## config.mk

```make
export PLATFORM = sky130hd
export DESIGN_NAME = matrix_inverse_cofactor_core
export DESIGN_NICKNAME = d
export VERILOG_FILES = /design/src/rtl/core/mic_pkg.sv /design/src/rtl/core/mic_divider.sv /design/src/rtl/core/mic_datapath.sv /design/src/rtl/core/mic_ctrl.sv /design/src/rtl/core/matrix_inverse_cofactor_core.sv
export VERILOG_INCLUDE_DIRS = /design/src /design/src/rtl/core
export SDC_FILE = /design/constraint.sdc
export NUM_CORES = 2
export LEC_CHECK = 0
export ABC_AREA = 1
export BUFFER_PORTS_ARGS = -buffer_cell sky130_fd_sc_hd__buf_2
export CAP_MARGIN = 20
export CORE_ASPECT_RATIO = 1.75
export CORE_MARGIN = 4
export CORE_UTILIZATION = 65
export DETAILED_ROUTE_END_ITERATION = 16
export PLACE_DENSITY_LB_ADDON = 0.1
export RECOVER_POWER = 50
export SKIP_CTS_REPAIR_TIMING = 1
export SLEW_MARGIN = 25
export SYNTH_ARGS = -nofsm -noshare
export SYNTH_HDL_FRONTEND = slang
export SYNTH_SLANG_ARGS = --single-unit
```

## constraint.sdc

```tcl
create_clock -name clk -period 23.5 [get_ports clk]
set_clock_uncertainty 0.2 [all_clocks]
set_input_delay 4.7 -clock clk [delete_from_list [all_inputs] [get_ports clk]]
set_output_delay 4.7 -clock clk [all_outputs]
set_load 0.02 [all_outputs]
```

## src/rtl/core/assert_macros.svh

```systemverilog
// ---------------------------------------------------------------------------
// Assertion macros shared by the RTL
// Concurrent assertion wrappers, clocked and disabled during reset.
// ---------------------------------------------------------------------------
`ifndef ASSERT_MACROS_SVH
`define ASSERT_MACROS_SVH

// cons must hold in the same cycle as ante
`define AST_IMPL(lbl, clk, rst_n, ante, cons, msg) \
	lbl: assert property (@(posedge clk) disable iff (!rst_n) (ante) |-> (cons)) else $error(msg);

// cons must hold in the cycle after ante
`define AST_NEXT(lbl, clk, rst_n, ante, cons, msg) \
	lbl: assert property (@(posedge clk) disable iff (!rst_n) (ante) |=> (cons)) else $error(msg);

`endif

```

## src/rtl/core/mic_pkg.sv

```systemverilog
// ---------------------------------------------------------------------------
// mic_pkg
// Types, constants and helper functions of the matrix inverse core.
// ---------------------------------------------------------------------------
`default_nettype none

package mic_pkg;

	localparam int MAX_ORDER = 4;
	localparam int MEM_DEPTH = MAX_ORDER * MAX_ORDER;
	localparam int ELEM_W    = 12;
	localparam int PROD_W    = 36;   // product of three elements
	localparam int COF_W     = 37;   // 3x3 minor determinant
	localparam int DET_W     = 50;   // internal determinant, full range
	localparam int DETO_W    = 49;   // determinant as reported
	localparam int DVS_W     = 49;   // determinant magnitude
	localparam int INV_W     = 52;
	localparam int FRAC_BITS = 16;
	localparam int DIV_STEPS = 52;
	localparam int DIV_CW    = 6;

	localparam logic [INV_W-1:0] INV_MAX     = {1'b0, {(INV_W-1){1'b1}}};
	localparam logic [INV_W-1:0] INV_MIN_MAG = {1'b1, {(INV_W-1){1'b0}}};

	// datapath operation on the registered factor
	typedef enum logic [2:0] {
		OP_NONE  = 3'd0,
		OP_FIRST = 3'd1,
		OP_MUL   = 3'd2,
		OP_LAST  = 3'd3,
		OP_STORE = 3'd4
	} op_t;

	typedef struct packed {
		logic       ld_en;
		logic [3:0] ld_addr;
		op_t        op;
		logic [3:0] rd_addr;
		logic       use_const;
		logic       const_one;
		logic       clr;
		logic       neg;
		logic       det_add;
		logic [3:0] cof_addr;
		logic       det_clr;
		logic       cof_rd_en;
		logic [3:0] cof_rd_addr;
		logic       div_start;
		logic       out_load;
		logic       out_sing;
		logic [1:0] out_row;
		logic [1:0] out_col;
		logic       out_last;
	} dp_cmd_t;

	typedef struct packed {
		logic det_zero;
		logic div_busy;
		logic div_done;
		logic out_free;
	} dp_sts_t;

	// column picked in row k by permutation p of three
	function automatic logic [1:0] perm_col(input logic [2:0] p, input logic [1:0] k);
		logic [5:0] cols;
		begin
			case (p)
				3'd0:    cols = {2'd2, 2'd1, 2'd0};
				3'd1:    cols = {2'd1, 2'd2, 2'd0};
				3'd2:    cols = {2'd2, 2'd0, 2'd1};
				3'd3:    cols = {2'd0, 2'd2, 2'd1};
				3'd4:    cols = {2'd1, 2'd0, 2'd2};
				3'd5:    cols = {2'd0, 2'd1, 2'd2};
				default: cols = {2'd2, 2'd1, 2'd0};
			endcase
			case (k)
				2'd0:    perm_col = cols[1:0];
				2'd1:    perm_col = cols[3:2];
				default: perm_col = cols[5:4];
			endcase
		end
	endfunction

	// odd permutation
	function automatic logic perm_odd(input logic [2:0] p);
		begin
			perm_odd = (p == 3'd1) || (p == 3'd2) || (p == 3'd5);
		end
	endfunction

endpackage

`default_nettype wire

```

## src/rtl/core/mic_divider.sv

```systemverilog
// ---------------------------------------------------------------------------
// mic_divider
// Restoring unsigned divider, one quotient bit per cycle.
// ---------------------------------------------------------------------------
`default_nettype none

module mic_divider (
	input  wire logic                        clk,
	input  wire logic                        arst_n,
	input  wire logic                        start,
	input  wire logic [mic_pkg::INV_W-1:0]   dividend,
	input  wire logic [mic_pkg::DVS_W-1:0]   divisor,
	output logic                             busy,
	output logic                             done,
	output logic [mic_pkg::INV_W-1:0]        quotient
);
	import mic_pkg::*;

	logic [INV_W-1:0]  quo_q;
	logic [DVS_W:0]    rem_q;
	logic [DVS_W-1:0]  dvs_q;
	logic [DIV_CW-1:0] cnt_q;
	logic              busy_q;
	logic              done_q;

	logic [DVS_W:0]    rem_sh;
	logic [DVS_W:0]    rem_diff;
	logic              fits;

	// trial subtraction
	assign rem_sh   = {rem_q[DVS_W-1:0], quo_q[INV_W-1]};
	assign rem_diff = rem_sh - {1'b0, dvs_q};
	assign fits     = rem_sh >= {1'b0, dvs_q};

	// control
	always_ff @(posedge clk or negedge arst_n) begin
		if (!arst_n) begin
			busy_q <= 1'b0;
			done_q <= 1'b0;
			cnt_q  <= '0;
		end else if (start) begin
			busy_q <= 1'b1;
			done_q <= 1'b0;
			cnt_q  <= DIV_CW'(DIV_STEPS);
		end else if (busy_q) begin
			cnt_q <= cnt_q - 1'b1;
			if (cnt_q == DIV_CW'(1)) begin
				busy_q <= 1'b0;
				done_q <= 1'b1;
			end
		end
	end

	// data
	always_ff @(posedge clk) begin
		if (start) begin
			quo_q <= dividend;
			rem_q <= '0;
			dvs_q <= divisor;
		end else if (busy_q) begin
			quo_q <= {quo_q[INV_W-2:0], fits};
			rem_q <= fits ? rem_diff : rem_sh;
		end
	end

	assign busy     = busy_q;
	assign done     = done_q;
	assign quotient = quo_q;

endmodule

`default_nettype wire

```

## src/rtl/core/mic_datapath.sv

```systemverilog
// ---------------------------------------------------------------------------
// mic_datapath
// Matrix store, minor product unit, cofactor store, determinant and output.
// ---------------------------------------------------------------------------
`default_nettype none

module mic_datapath (
	input  wire logic                              clk,
	input  wire logic                              arst_n,
	input  wire mic_pkg::dp_cmd_t                  cmd,
	input  wire logic signed [mic_pkg::ELEM_W-1:0] element_value,
	input  wire logic                              out_stall,
	output mic_pkg::dp_sts_t                       sts,
	output logic                                   out_valid,
	output logic [1:0]                             row_index,
	output logic [1:0]                             col_index,
	output logic signed [mic_pkg::INV_W-1:0]       inverse_value,
	output logic signed [mic_pkg::DETO_W-1:0]      det_value,
	output logic                                   singular,
	output logic                                   last_entry
);
	import mic_pkg::*;

	logic signed [ELEM_W-1:0] mat_mem [MEM_DEPTH];
	logic signed [COF_W-1:0]  cof_mem [MEM_DEPTH];

	dp_cmd_t                  cmd_s1;
	logic signed [ELEM_W-1:0] rd_s1;
	logic signed [PROD_W-1:0] prod_q;
	logic signed [COF_W-1:0]  cof_acc_q;
	logic signed [DET_W-1:0]  det_acc_q;
	logic signed [COF_W-1:0]  cof_rd_q;
	logic                     neg_q;
	logic                     out_valid_q;

	logic signed [ELEM_W-1:0]        factor;
	logic signed [PROD_W+ELEM_W-1:0] mul_w;
	logic signed [COF_W+ELEM_W-1:0]  dmul_w;
	logic [COF_W-1:0]                cof_mag;
	logic [DET_W-1:0]                det_mag;
	logic                            div_busy;
	logic                            div_done;
	logic [INV_W-1:0]                quo;
	logic [INV_W-1:0]                inv_conv;
	logic                            out_free;

	// matrix store: load writes, registered read for the product unit
	always_ff @(posedge clk) begin
		if (cmd.ld_en) begin
			mat_mem[cmd.ld_addr] <= element_value;
		end
		rd_s1 <= mat_mem[cmd.rd_addr];
	end

	always_ff @(posedge clk or negedge arst_n) begin
		if (!arst_n) begin
			cmd_s1 <= '0;
		end else begin
			cmd_s1 <= cmd;
		end
	end

	// factor of the padded minor: store element or identity fill
	always_comb begin
		if (cmd_s1.use_const) begin
			factor = cmd_s1.const_one ? ELEM_W'(1) : '0;
		end else begin
			factor = rd_s1;
		end
	end

	assign mul_w  = prod_q * factor;
	assign dmul_w = cof_acc_q * factor;

	// term products and cofactor accumulation
	always_ff @(posedge clk) begin
		case (cmd_s1.op)
			OP_FIRST: begin
				prod_q <= PROD_W'(factor);
				if (cmd_s1.clr) begin
					cof_acc_q <= '0;
				end
			end
			OP_MUL: begin
				prod_q <= mul_w[PROD_W-1:0];
			end
			OP_LAST: begin
				if (cmd_s1.neg) begin
					cof_acc_q <= cof_acc_q - COF_W'($signed(mul_w[PROD_W-1:0]));
				end else begin
					cof_acc_q <= cof_acc_q + COF_W'($signed(mul_w[PROD_W-1:0]));
				end
			end
			OP_STORE: begin
				cof_mem[cmd_s1.cof_addr] <= cof_acc_q;
			end
			default: begin
			end
		endcase
		if (cmd.cof_rd_en) begin
			cof_rd_q <= cof_mem[cmd.cof_rd_addr];
		end
	end

	// determinant by expansion along the first row
	always_ff @(posedge clk or negedge arst_n) begin
		if (!arst_n) begin
			det_acc_q <= '0;
		end else if (cmd_s1.det_clr) begin
			det_acc_q <= '0;
		end else if (cmd_s1.op == OP_STORE && cmd_s1.det_add) begin
			det_acc_q <= det_acc_q + DET_W'(dmul_w);
		end
	end

	// operand magnitudes for the divider
	assign cof_mag = cof_rd_q[COF_W-1] ? COF_W'(-cof_rd_q) : COF_W'(cof_rd_q);
	assign det_mag = det_acc_q[DET_W-1] ? DET_W'(-det_acc_q) : DET_W'(det_acc_q);

	always_ff @(posedge clk) begin
		if (cmd.div_start) begin
			neg_q <= cof_rd_q[COF_W-1] ^ det_acc_q[DET_W-1];
		end
	end

	mic_divider u_div (
		.clk      (clk),
		.arst_n   (arst_n),
		.start    (cmd.div_start),
		.dividend ({cof_mag[INV_W-FRAC_BITS-1:0], {FRAC_BITS{1'b0}}}),
		.divisor  (det_mag[DVS_W-1:0]),
		.busy     (div_busy),
		.done     (div_done),
		.quotient (quo)
	);

	// sign and saturation of the quotient
	always_comb begin
		if (!neg_q) begin
			inv_conv = (quo > INV_MAX) ? INV_MAX : quo;
		end else begin
			inv_conv = (quo > INV_MIN_MAG) ? INV_MIN_MAG : INV_W'(-quo);
		end
	end

	// output register
	assign out_free = !out_valid_q || !out_stall;

	always_ff @(posedge clk or negedge arst_n) begin
		if (!arst_n) begin
			out_valid_q <= 1'b0;
		end else if (cmd.out_load) begin
			out_valid_q <= 1'b1;
		end else if (!out_stall) begin
			out_valid_q <= 1'b0;
		end
	end

	always_ff @(posedge clk) begin
		if (cmd.out_load) begin
			row_index  <= cmd.out_row;
			col_index  <= cmd.out_col;
			singular   <= cmd.out_sing;
			last_entry <= cmd.out_last;
			if (cmd.out_sing) begin
				inverse_value <= '0;
				det_value     <= '0;
			end else begin
				inverse_value <= inv_conv;
				det_value     <= det_acc_q[DETO_W-1:0];
			end
		end
	end

	assign out_valid    = out_valid_q;
	assign sts.det_zero = (det_acc_q == '0);
	assign sts.div_busy = div_busy;
	assign sts.div_done = div_done;
	assign sts.out_free = out_free;

endmodule

`default_nettype wire

```

## src/rtl/core/mic_ctrl.sv

```systemverilog
// ---------------------------------------------------------------------------
// mic_ctrl
// Sequencer: loading, cofactor terms, determinant steps and division order.
// ---------------------------------------------------------------------------
`default_nettype none

module mic_ctrl (
	input  wire logic             clk,
	input  wire logic             arst_n,
	input  wire logic             cfg_write_en,
	input  wire logic [2:0]       cfg_write_data,
	input  wire logic             in_valid,
	output logic                  in_stall,
	input  wire mic_pkg::dp_sts_t sts,
	output mic_pkg::dp_cmd_t      cmd
);
	import mic_pkg::*;

	typedef enum logic [8:0] {
		S_LOAD  = 9'b000000001,
		S_CLR   = 9'b000000010,
		S_TERM  = 9'b000000100,
		S_STORE = 9'b000001000,
		S_FLUSH = 9'b000010000,
		S_CHK   = 9'b000100000,
		S_DRD   = 9'b001000000,
		S_DST   = 9'b010000000,
		S_DWAIT = 9'b100000000
	} state_t;

	state_t     state_q, state_d;
	logic [2:0] order_q;
	logic [4:0] load_cnt_q, load_cnt_d;
	logic [1:0] i_q, i_d, j_q, j_d, k_q, k_d;
	logic [2:0] p_q, p_d;

	logic [2:0] n_eff;
	logic [1:0] n_m1;
	logic [4:0] total;
	logic       in_acc;
	logic [1:0] l_col;
	logic [1:0] rk;
	logic [1:0] cl;
	logic [4:0] addr_w;
	logic       at_end;

	// effective order, clamped to 1..MAX_ORDER
	always_comb begin
		if (order_q == 3'd0) begin
			n_eff = 3'd1;
		end else if (order_q > 3'(MAX_ORDER)) begin
			n_eff = 3'(MAX_ORDER);
		end else begin
			n_eff = order_q;
		end
	end

	assign n_m1   = 2'(n_eff - 3'd1);
	assign total  = 5'(n_eff) * 5'(n_eff);
	assign in_acc = in_valid && (state_q == S_LOAD);
	assign at_end = (i_q == n_m1) && (j_q == n_m1);

	// padded minor element: source row and column in the full matrix
	assign l_col  = perm_col(p_q, k_q);
	assign rk     = (k_q < i_q) ? k_q : 2'(k_q + 2'd1);
	assign cl     = (l_col < j_q) ? l_col : 2'(l_col + 2'd1);
	assign addr_w = 5'(rk) * 5'(n_eff) + 5'(cl);

	always_comb begin
		state_d    = state_q;
		load_cnt_d = load_cnt_q;
		i_d        = i_q;
		j_d        = j_q;
		k_d        = k_q;
		p_d        = p_q;
		cmd        = '0;
		cmd.op     = OP_NONE;

		cmd.ld_en   = in_acc;
		cmd.ld_addr = load_cnt_q[3:0];

		unique case (state_q)
			S_LOAD: begin
				if (in_acc) begin
					if (5'(load_cnt_q + 5'd1) == total) begin
						load_cnt_d = '0;
						i_d        = '0;
						j_d        = '0;
						k_d        = '0;
						p_d        = '0;
						state_d    = S_CLR;
					end else begin
						load_cnt_d = load_cnt_q + 5'd1;
					end
				end
			end
			S_CLR: begin
				cmd.det_clr = 1'b1;
				state_d     = S_TERM;
			end
			// one factor of one permutation term per cycle
			S_TERM: begin
				cmd.rd_addr   = addr_w[3:0];
				cmd.use_const = !((k_q < n_m1) && (l_col < n_m1));
				cmd.const_one = (k_q == l_col);
				cmd.clr       = (k_q == 2'd0) && (p_q == 3'd0);
				cmd.neg       = perm_odd(p_q) ^ i_q[0] ^ j_q[0];
				if (k_q == 2'd0) begin
					cmd.op = OP_FIRST;
				end else if (k_q == 2'd1) begin
					cmd.op = OP_MUL;
				end else begin
					cmd.op = OP_LAST;
				end
				if (k_q == 2'd2) begin
					k_d = '0;
					if (p_q == 3'd5) begin
						p_d     = '0;
						state_d = S_STORE;
					end else begin
						p_d = p_q + 3'd1;
					end
				end else begin
					k_d = k_q + 2'd1;
				end
			end
			// write cofactor; first row also adds into the determinant
			S_STORE: begin
				cmd.op       = OP_STORE;
				cmd.rd_addr  = {2'b00, j_q};
				cmd.cof_addr = {i_q, j_q};
				cmd.det_add  = (i_q == 2'd0);
				if (j_q == n_m1) begin
					j_d = '0;
					if (i_q == n_m1) begin
						i_d     = '0;
						state_d = S_FLUSH;
					end else begin
						i_d     = i_q + 2'd1;
						state_d = S_TERM;
					end
				end else begin
					j_d     = j_q + 2'd1;
					state_d = S_TERM;
				end
			end
			S_FLUSH: begin
				state_d = S_CHK;
			end
			S_CHK: begin
				if (sts.det_zero) begin
					if (sts.out_free) begin
						cmd.out_load = 1'b1;
						cmd.out_sing = 1'b1;
						cmd.out_last = 1'b1;
						state_d      = S_LOAD;
					end
				end else begin
					state_d = S_DRD;
				end
			end
			// entry (r,c) uses the transposed cofactor
			S_DRD: begin
				cmd.cof_rd_en   = 1'b1;
				cmd.cof_rd_addr = {j_q, i_q};
				state_d         = S_DST;
			end
			S_DST: begin
				cmd.div_start = 1'b1;
				state_d       = S_DWAIT;
			end
			S_DWAIT: begin
				if (sts.div_done && sts.out_free) begin
					cmd.out_load = 1'b1;
					cmd.out_row  = i_q;
					cmd.out_col  = j_q;
					cmd.out_last = at_end;
					if (at_end) begin
						i_d     = '0;
						j_d     = '0;
						state_d = S_LOAD;
					end else begin
						state_d = S_DRD;
						if (j_q == n_m1) begin
							j_d = '0;
							i_d = i_q + 2'd1;
						end else begin
							j_d = j_q + 2'd1;
						end
					end
				end
			end
			default: begin
				state_d = S_LOAD;
			end
		endcase
	end

	always_ff @(posedge clk or negedge arst_n) begin
		if (!arst_n) begin
			state_q    <= S_LOAD;
			order_q    <= 3'd4;
			load_cnt_q <= '0;
			i_q        <= '0;
			j_q        <= '0;
			k_q        <= '0;
			p_q        <= '0;
		end else begin
			state_q <= state_d;
			i_q     <= i_d;
			j_q     <= j_d;
			k_q     <= k_d;
			p_q     <= p_d;
			// order write drops any partial load
			if (cfg_write_en) begin
				order_q    <= cfg_write_data;
				load_cnt_q <= '0;
			end else begin
				load_cnt_q <= load_cnt_d;
			end
		end
	end

	assign in_stall = (state_q != S_LOAD);

endmodule

`default_nettype wire

```

## src/rtl/core/matrix_inverse_cofactor_core.sv

```systemverilog
// ---------------------------------------------------------------------------
// matrix_inverse_cofactor_core
// Square matrix inverse by adjugate with exact determinant, Q35.16 output.
// ---------------------------------------------------------------------------
//  channel | handshake            | payload
//  --------+----------------------+--------------------------------------------
//  in      | in_valid / in_stall  | element_value
//  out     | out_valid / out_stall| row_index col_index inverse_value det_value
//          |                      | singular last_entry
//  cfg     | cfg_write_en         | cfg_write_data (matrix order)
//
//  Elements load one per cycle while in_stall is low; the last one of an n x n
//  matrix starts compute. Cofactors: six three-factor terms and a store each, n*n of them.
//  Inverse entries are computed one at a time by the bit-serial divider.
//  Input stalls from the last element until the final result is registered.
//  Results wait in an output register while out_stall is high.
//  Reset clears the load count, the determinant and sets the order to 4.
// ---------------------------------------------------------------------------
`default_nettype none

`include "assert_macros.svh"

module matrix_inverse_cofactor_core (
	input  wire logic                              clk,
	input  wire logic                              arst_n,
	input  wire logic                              cfg_write_en,
	input  wire logic [2:0]                        cfg_write_data,
	input  wire logic                              in_valid,
	output logic                                   in_stall,
	input  wire logic signed [mic_pkg::ELEM_W-1:0] element_value,
	output logic                                   out_valid,
	input  wire logic                              out_stall,
	output logic [1:0]                             row_index,
	output logic [1:0]                             col_index,
	output logic signed [mic_pkg::INV_W-1:0]       inverse_value,
	output logic signed [mic_pkg::DETO_W-1:0]      det_value,
	output logic                                   singular,
	output logic                                   last_entry
);
	import mic_pkg::*;

	dp_cmd_t cmd;
	dp_sts_t sts;

	mic_ctrl u_ctrl (
		.clk            (clk),
		.arst_n         (arst_n),
		.cfg_write_en   (cfg_write_en),
		.cfg_write_data (cfg_write_data),
		.in_valid       (in_valid),
		.in_stall       (in_stall),
		.sts            (sts),
		.cmd            (cmd)
	);

	mic_datapath u_dp (
		.clk           (clk),
		.arst_n        (arst_n),
		.cmd           (cmd),
		.element_value (element_value),
		.out_stall     (out_stall),
		.sts           (sts),
		.out_valid     (out_valid),
		.row_index     (row_index),
		.col_index     (col_index),
		.inverse_value (inverse_value),
		.det_value     (det_value),
		.singular      (singular),
		.last_entry    (last_entry)
	);

	// singular result carries nothing but the flags
	`AST_IMPL(a_sing_res, clk, arst_n, out_valid && singular, (inverse_value == '0) && last_entry, "singular result malformed")
	// no element transfer while the divider runs
	`AST_IMPL(a_div_stall, clk, arst_n, sts.div_busy, in_stall, "input open during division")
	// a regular result always has a nonzero determinant
	`AST_IMPL(a_det_nz, clk, arst_n, out_valid && !singular, det_value != '0, "zero determinant on inverse entry")

endmodule

`default_nettype wire
```

==> reports/results.ini <==
[synth]
yosys_warnings = 0
synth_cells = 9133
yosysSeqAreaShare = 0.425
synth_common_cells = 1746 x nand2_1, 1363 x inv_1, 1087 x edfxtp_1
synth_cell_types = 76
synth_top_area_cell = edfxtp_1
synth_nets = 10190
synth_most_common_cell = nand2_1
synth_edf_count = 1087
ys.flop_type = edfxtp_1
yosys-top-cells-area = edfxtp_1 38%, fa_1 17%, nand2_1 7.6%
async_flop_share = 0.0777
synth-seq-cells = 1262
synth.top_cell.area_share = 0.378
syn_area_per_cell_um2 = 9.45
syn-cell-area_um2 = 86300

[drt]
finalWirelength_mm = 270
remaining_drc_errors = 0
drtIter0Drc = 6429
vias = 67405
firstDrtPassIters = 7
drt-vias-per-instance = 6.20
routedWlPerCell_um = 24.9
postRouteAntennaNets = 0

[clocking]
root_buffer = clkbuf_16
cts_tree = built
htreeDepth = 3
clk_latency_ns = 0.78
numCtsBuffers = 110
clock_path_buffers = 3
clk_pin_slew_ns = 0.07
cts.sink_count = 1262

[sta]
hold_viol_final = 0
fin_tns_setup_ns = 0
relSlewSlack = -1.86
rsz0062_at_grt = no
tightest_slew_ns = 4.29
setup_viol_count_final = 0
slew_viol_final = 1449
fmax_ghz = 0.101
fin_crit_ns = 9.93
min_period_over_period = 0.422

[place]
numPortBuffers = 128
dp_hpwl_mm = 199
place_congestion = 1.03

[floorplan]
die_height_um = 490
die_area_um2 = 139000
core_area_um2 = 132000
rows = 176
initial_utilization = 0.655
ios = 129
fp.dieW_um = 283

[critical_path]
cp_slowest_cell = buf_4
worstPathRequired_ns = 23.95
critical_path_class = reg -> reg
worstSetupEndpointType = register
worst_path_most_repeated_cell = nand2_1
start_kind = register
slowest_delay_ns = 0.58
path_max_fanout = 43
worstPathArrival_ns = 10.38

[grt]
grt-ovfl-total = 0
grt_antenna_before_repair = 3
grt_pass1_vias = 68996
track_usage = 0.387
grt_first_pass_wirelength_mm = 409
grt_max_degree = 144

[finish]
area_growth_pct = 6.79
ff_latch_area_um2 = 36600
post_route_cells_drive_above_1_share = 0.0576
final_net_count = 10136
fillers = 10034
multi_input_area_um2 = 42800

[outcome]
outcome = finished with violations
violations = capacitance limit, slew limit

[worst_hold_path]
hold_path_class = reg -> reg

[run]
maxCapViolations = 50

==> cells in the final DEF, fill, tap and decap left out, drive strengths merged, types with 69 or more instances in the layout <==
| master | n |
|---|---|
| nand2 | 1756 |
| inv | 1376 |
| edfxtp | 1087 |
| nor2 | 993 |
| fa | 725 |
| o21ai | 605 |
| a21oi | 445 |
| ha | 312 |
| nand3 | 274 |
| buf | 211 |
| clkbuf | 178 |
| xor2 | 156 |
| o221ai | 137 |
| dfrtp | 96 |
| nor3 | 93 |
| dfxtp | 77 |
| o311ai | 75 |
| o22ai | 69 |
==> registers in the layout, summed over array words and instances, names as in the netlist, 5 cells and up <==
| signal | cells |
|---|---|
| u_dp.cof_acc_q | 37 |
| u_ctrl.state_q | 9 |
| u_dp.cof_rd_q | 37 |
| u_dp.prod_q | 36 |
| u_dp.u_div.cnt_q | 6 |
| u_ctrl.load_cnt_q | 5 |
| u_dp.det_acc_q | 50 |
| u_dp.u_div.rem_q | 49 |
| u_dp.cof_mem | 592 |
| u_dp.mat_mem | 192 |
| u_dp.cmd_s1 | 13 |
| u_dp.u_div.dvs_q | 49 |
| u_dp.rd_s1 | 12 |
| u_dp.inverse_value | 52 |
| u_dp.u_div.quotient | 52 |
| u_dp.det_value | 49 |
==> layout make-up <==
class	count	area share
Multi-Input combinational cell	6061	0.465
Sequential cell	1262	0.398
Inverter	1383	0.0565
Clock buffer	128	0.0313
Tap cell	1691	0.0230
Timing Repair Buffer	261	0.0161
Clock inverter	78	0.0104
Antenna cell	3	0.0000815
==> per-stage QoR <==
stage	cells	hold slack [ns]	setup slack [ns]	util	cell area (um^2)
after floorplan	9133	0.244	15.35	-	86300
after global placement	10650	0.252	13.54	0.672	88500
after detailed placement	10653	0.252	13.71	0.673	88600
after CTS	10859	0.278	13.73	0.702	92400
after global routing	10865	0.303	12.98	0.699	92100
final	10867	0.273	13.57	0.700	92100
==> final timing paths <==
path	from	end	slack [ns]	cells after the start
max	u_dp.cmd_s1[22]	u_dp.cof_acc_q[26]	13.57	43
min	u_dp.u_div.rem_q[43]	u_dp.u_div.rem_q[43]	0.27	2
max reg2reg	u_dp.cmd_s1[22]	u_dp.cof_acc_q[26]	13.57	43
min reg2reg	u_dp.u_div.rem_q[43]	u_dp.u_div.rem_q[43]	0.27	2
max in group asynchronous	arst_n	u_ctrl.state_q[1]	17.92	2
min in group asynchronous	arst_n	u_dp.det_acc_q[47]	3.76	1
==> worst max-delay path: cells and delay by family (launching register included) <==
family | cells | cell delay (ns)
adders and majority gates | 7 | 3.02
AOI/OAI and AO/OA | 8 | 1.49
buffers and inverters | 12 | 1.97
xor gates and xnor gates | 1 | 0.34
DFF | 1 | 0.54
and+or+nand+nor | 15 | 2.18
==> routing by layer <==
layer	global-route usage	vias to the layer above	part of all wire
li1	-	29916	-
met1	0.427	32870	0.33
met2	0.671	3600	0.49
met3	0.0605	1019	0.078
met4	0.299	0	0.10
met5	0	-	0
==> cells by family after synthesis <==
group                    share of synthesized area
AND/OR/NAND/NOR                              0.158
buffers and inverters                       0.0798
AO/OA/AOI/OAI                                0.104
flip-flops                                   0.425
adder cells (fa/ha/maj)                      0.214
XOR/XNOR                                    0.0195
other                                    0.0000435
multiplexers                              0.000131
Power is not shown: default switching activity piles up to over one toggle a cycle in this logic, so the estimate is an artifact.
